`src/hdl/bba_ram.sv`:
```
`timescale 1ns / 1ps
// ----------------------------------------------------------------------------
// Generic RAM
// One write port and one read port, with the read data registered.
// ----------------------------------------------------------------------------
module bba_ram #(
    parameter int WIDTH = 8,
    parameter int DEPTH = 256
) (
    input  logic                     aclk,
    input  logic                     wr_en,
    input  logic [$clog2(DEPTH)-1:0] wr_addr,
    input  logic [WIDTH-1:0]         wr_data,
    input  logic [$clog2(DEPTH)-1:0] rd_addr,
    output logic [WIDTH-1:0]         rd_data
);

    logic [WIDTH-1:0] mem [DEPTH];

    always_ff @(posedge aclk) begin
        if (wr_en) begin
            mem[wr_addr] <= wr_data;
        end
        rd_data <= mem[rd_addr];
    end

endmodule

```
`config.mk`:
```
export PLATFORM = sky130hd
export DESIGN_NAME = bba_ram
export DESIGN_NICKNAME = d
export VERILOG_FILES = /design/src/hdl/bba_ram.sv
export SDC_FILE = /design/constraint.sdc
export NUM_CORES = 2
export LEC_CHECK = 0
export ABC_AREA = 1
export BUFFER_PORTS_ARGS = -buffer_cell sky130_fd_sc_hd__buf_2
export CORE_MARGIN = 2
export CORE_UTILIZATION = 30
export CTS_BUF_LIST = sky130_fd_sc_hd__clkbuf_16
export DETAILED_ROUTE_END_ITERATION = 10
export PLACE_DENSITY_LB_ADDON = 0.3
export SLEW_MARGIN = 25
export SYNTH_ARGS = -nofsm -noshare
export SYNTH_HDL_FRONTEND = slang
export SYNTH_SLANG_ARGS = --single-unit
export TNS_END_PERCENT = 30
```
`constraint.sdc`:
```
create_clock -name aclk -period 4.55 [get_ports aclk]
set_input_delay 0.6825 -clock aclk [delete_from_list [all_inputs] [get_ports aclk]]
set_output_delay 0.6825 -clock aclk [all_outputs]
set_load 0.01 [all_outputs]
```
==> flow_summary_export.csv <==
group,metric,value,unit
sta,finalCriticalPeriod,3005,ps
clock_network,cts_tree,"yes",
synthesis,synth_area_leaders,"edfxtp_1 (74%), nand3_1 (12%), nand2_1 (9.6%)",
drt,dr.first_iter.drc_count,5406,
die,initial_core_util,0.3016,
worst_setup_path,cp_num_buf_inv,3,
placed_design,place.gp.congestion,0.8456,
power_and_ir_drop,power_density,422.1,nW/µm²
synthesis,synthesis.area,83400,µm²
synthesis,synth_common_cells,"nand2_1 (2123), edfxtp_1 (2048), nand3_1 (2019), nor2_1 (283), buf_2 (268)",
sta,fin_tns_setup,0,ps
global_routing,gr-usage-all-layers,0.1698,
synthesis,synth_top_area_cell,"edfxtp_1",
synthesis,yosysSeqAreaShare,0.7394,
clock_network,cts_setup_buffers,0,
placed_design,io_buffer_count,33,
sta,holdWs,237.1,ps
synthesis,synth_top_cell_area_share,0.7374,
drt,drc,0,
synthesis,ys_ff_latch,2056,
finish,stdcell_count,10809,
clock_network,hold_buffers,0,
synthesis,synth_edf_count,2048,
worst_hold_path,holdCritPathClass,"primary input to register",
sta,period_share,0.6604,
die,die_w,531.2,µm
drt,avgRoutedWirePerCell,22.56,µm
placed_design,dp_cells,10419,
clock_network,cts_num_sinks,2056,
worst_setup_path,crit_fanout,139,
die,ioPinCount,34,
worst_setup_path,crit_type,"primary input to register",
clock_network,clock-root-buffer,"clkbuf_16",
sta,tightest_slew,1159,ps
finish,fin_nets,6949,
worst_setup_path,crit_path_frequent_cell,"nand3_1",
sta,drv_slew,0,
clock_network,numCtsBuffers,207,
power_and_ir_drop,leakagePower,32.12,nW
die,chipHeight,531.2,µm
finish,finalInstanceArea,94270,µm²
power_and_ir_drop,finalPower,0.03979,W
worst_setup_path,cpLargestDelayFamily,"simple AND/OR/NAND/NOR gates",
sta,skew,35.76,ps
worst_setup_path,critPathArrivalTime,3790,ps
synthesis,synth_fp_nets,7029,
clock_network,clk_pin_slew,70,ps
clock_network,cts.path.max_buffers,3,
synthesis,postSynthAreaPerCell,11.91,µm²
placed_design,hpwl,138.6,mm
finish,fillers,27183,
die,die-area,282200,µm²
finish,syn2layout_area_growth,13.04,%
job,maxCapViolations,0,
sta,grt_setup_unrepaired,"no",
clock_network,cts_resized,0,
synthesis,async_flop_share,0,
outcome,status,"complete, no violations",
worst_setup_path,cp-start-kind,"primary input",
drt,first_pass_iters,6,
global_routing,grt_pass1_wl,357.7,mm
die,rows,193,
sta,setup-violations-final,0,
synthesis,synth_cell_types,14,
clock_network,htree_levels,4,
worst_setup_path,worst_ep_required_time,5340,ps
global_routing,grt_overflow,0,
synthesis,synth_ff_type,"edfxtp_1",
placed_design,dpl-instance-area,87720,µm²
sta,hold_violations,0,
worst_setup_path,crit_chain,"buf_8 > inv_16 > buf_4 > nand2_1 > nand3_1 > nand3_1 > nand3_1 > nand3_1 > nand3_1 > nand3_1 > nand2_1 > nand2_1 > nand2_1",
global_routing,antenna_found_initial,8,
worst_setup_path,max_stage_delay,530,ps
die,core,276500,µm²
global_routing,grt_pass1_vias,51747,
drt,vias,54023,
worst_setup_path,end_kind,"register",
clock_network,worstSkewPairLatency,870,ps
drt,avgViaCountPerCell,4.998,
global_routing,grt_max_degree,167,
drt,ant_nets,0,
synthesis,synthCells,7003,
synthesis,synthMostInstantiatedCell,"nand2_1",
sta,slew_headroom,0.2245,
sta,fmax,0.3328,GHz
power_and_ir_drop,irDropWorstVdd,0.3710,mV
finish,drive_gt1_frac,0.07018,
worst_setup_path,critPathSlowestCell,"buf_4",
synthesis,yosys_warnings,0,
drt,drt_wl_total,243.9,mm
==> routing by layer <==
layer / up-vias / global-route usage / routed length, µm / share of wire
met5: - / 0 / 0 / 0
li1: 24720 / - / - / -
met4: 0 / 0.06181 / 8851 / 0.036
met3: 387 / 0.02339 / 14600 / 0.060
met1: 27077 / 0.2314 / 104800 / 0.43
met2: 1839 / 0.2756 / 115600 / 0.47
==> area by class of cell <==
cell class | instances | area, µm² | share of cell area
Sequential cell | 2056 | 61660 | 0.6541
Multi-Input combinational cell | 4425 | 19170 | 0.2034
Clock buffer | 209 | 5230 | 0.05548
Tap cell | 3705 | 4636 | 0.04917
Timing Repair Buffer | 194 | 2081 | 0.02207
Clock inverter | 173 | 1292 | 0.01371
Inverter | 39 | 180.2 | 0.001911
Antenna cell | 8 | 20.02 | 0.0002124
==> worst reg2reg max path, delay by kind of cell (launching register included) <==
family / cells / cell delay, ps
flip-flops: 1 / 350
AND/OR/NAND/NOR: 10 / 1700
==> stage by stage <==
step,worst slack (ps),utilization
floorplan,2376,-
global placement,751.6,0.3173
global route,1484,0.3409
finish,1545,0.3410
CTS,1645,0.3409
detailed placement,729.0,0.3173
==> registers in the layout (all words and copies together), names as in the netlist <==
register / flops
rd_data: 8
mem: 2048
==> report_power, final <==
group	internal (W)	total, W	switching (W)	leakage [nW]
Clock	0.00909	0.0165	0.00736	3.36
Sequential	0.0209	0.0209	0.0000256	18.5
Combinational	0.000572	0.00243	0.00186	10.3
Total	0.0305	0.0398	0.00925	32.1
==> cell usage in the layout (no fill, tap or decap), types with 5 or more instances in the layout <==
master     netlist  final
nand2_1       2123   2112
edfxtp_1      2048   2048
nand3_1       2019   2019
nor2_1         283    281
clkbuf_16        0    209
buf_4           46    115
inv_1           36     74
clkinv_1         0     56
buf_12           0     47
clkinv_2         0     43
buf_2          268     20
bufinv_16        0     13
buf_8            1     11
nand2_2          0     10
diode_2          0      8
dfxtp_1          8      8
inv_16           0      5
==> worst paths after layout <==
kind | endpoint | slack (ps) | startpoint | cells past startpoint
max | rd_data[4]$_DFF_P_ | 1550 | rd_addr[0] | 13
min | rd_data[7]$_DFF_P_ | 240 | rd_addr[7] | 3
max reg2reg | rd_data[4]$_DFF_P_ | 2350 | mem[79][4]$_DFFE_PP_ | 10
min reg2reg | rd_data[7]$_DFF_P_ | 1010 | mem[196][7]$_DFFE_PP_ | 10
==> kinds of logic (layout without fill, tap and decap cells) <==
| family | count (synthesis) | count (layout) | share of synthesized area |
|---|---|---|---|
| other cells | 0 | 8 | 0 |
| buf+inv | 522 | 615 | 0.03119 |
| flops | 2056 | 2056 | 0.7394 |
| simple gates | 4425 | 4425 | 0.2295 |
Power figures use the tool's default switching activity.
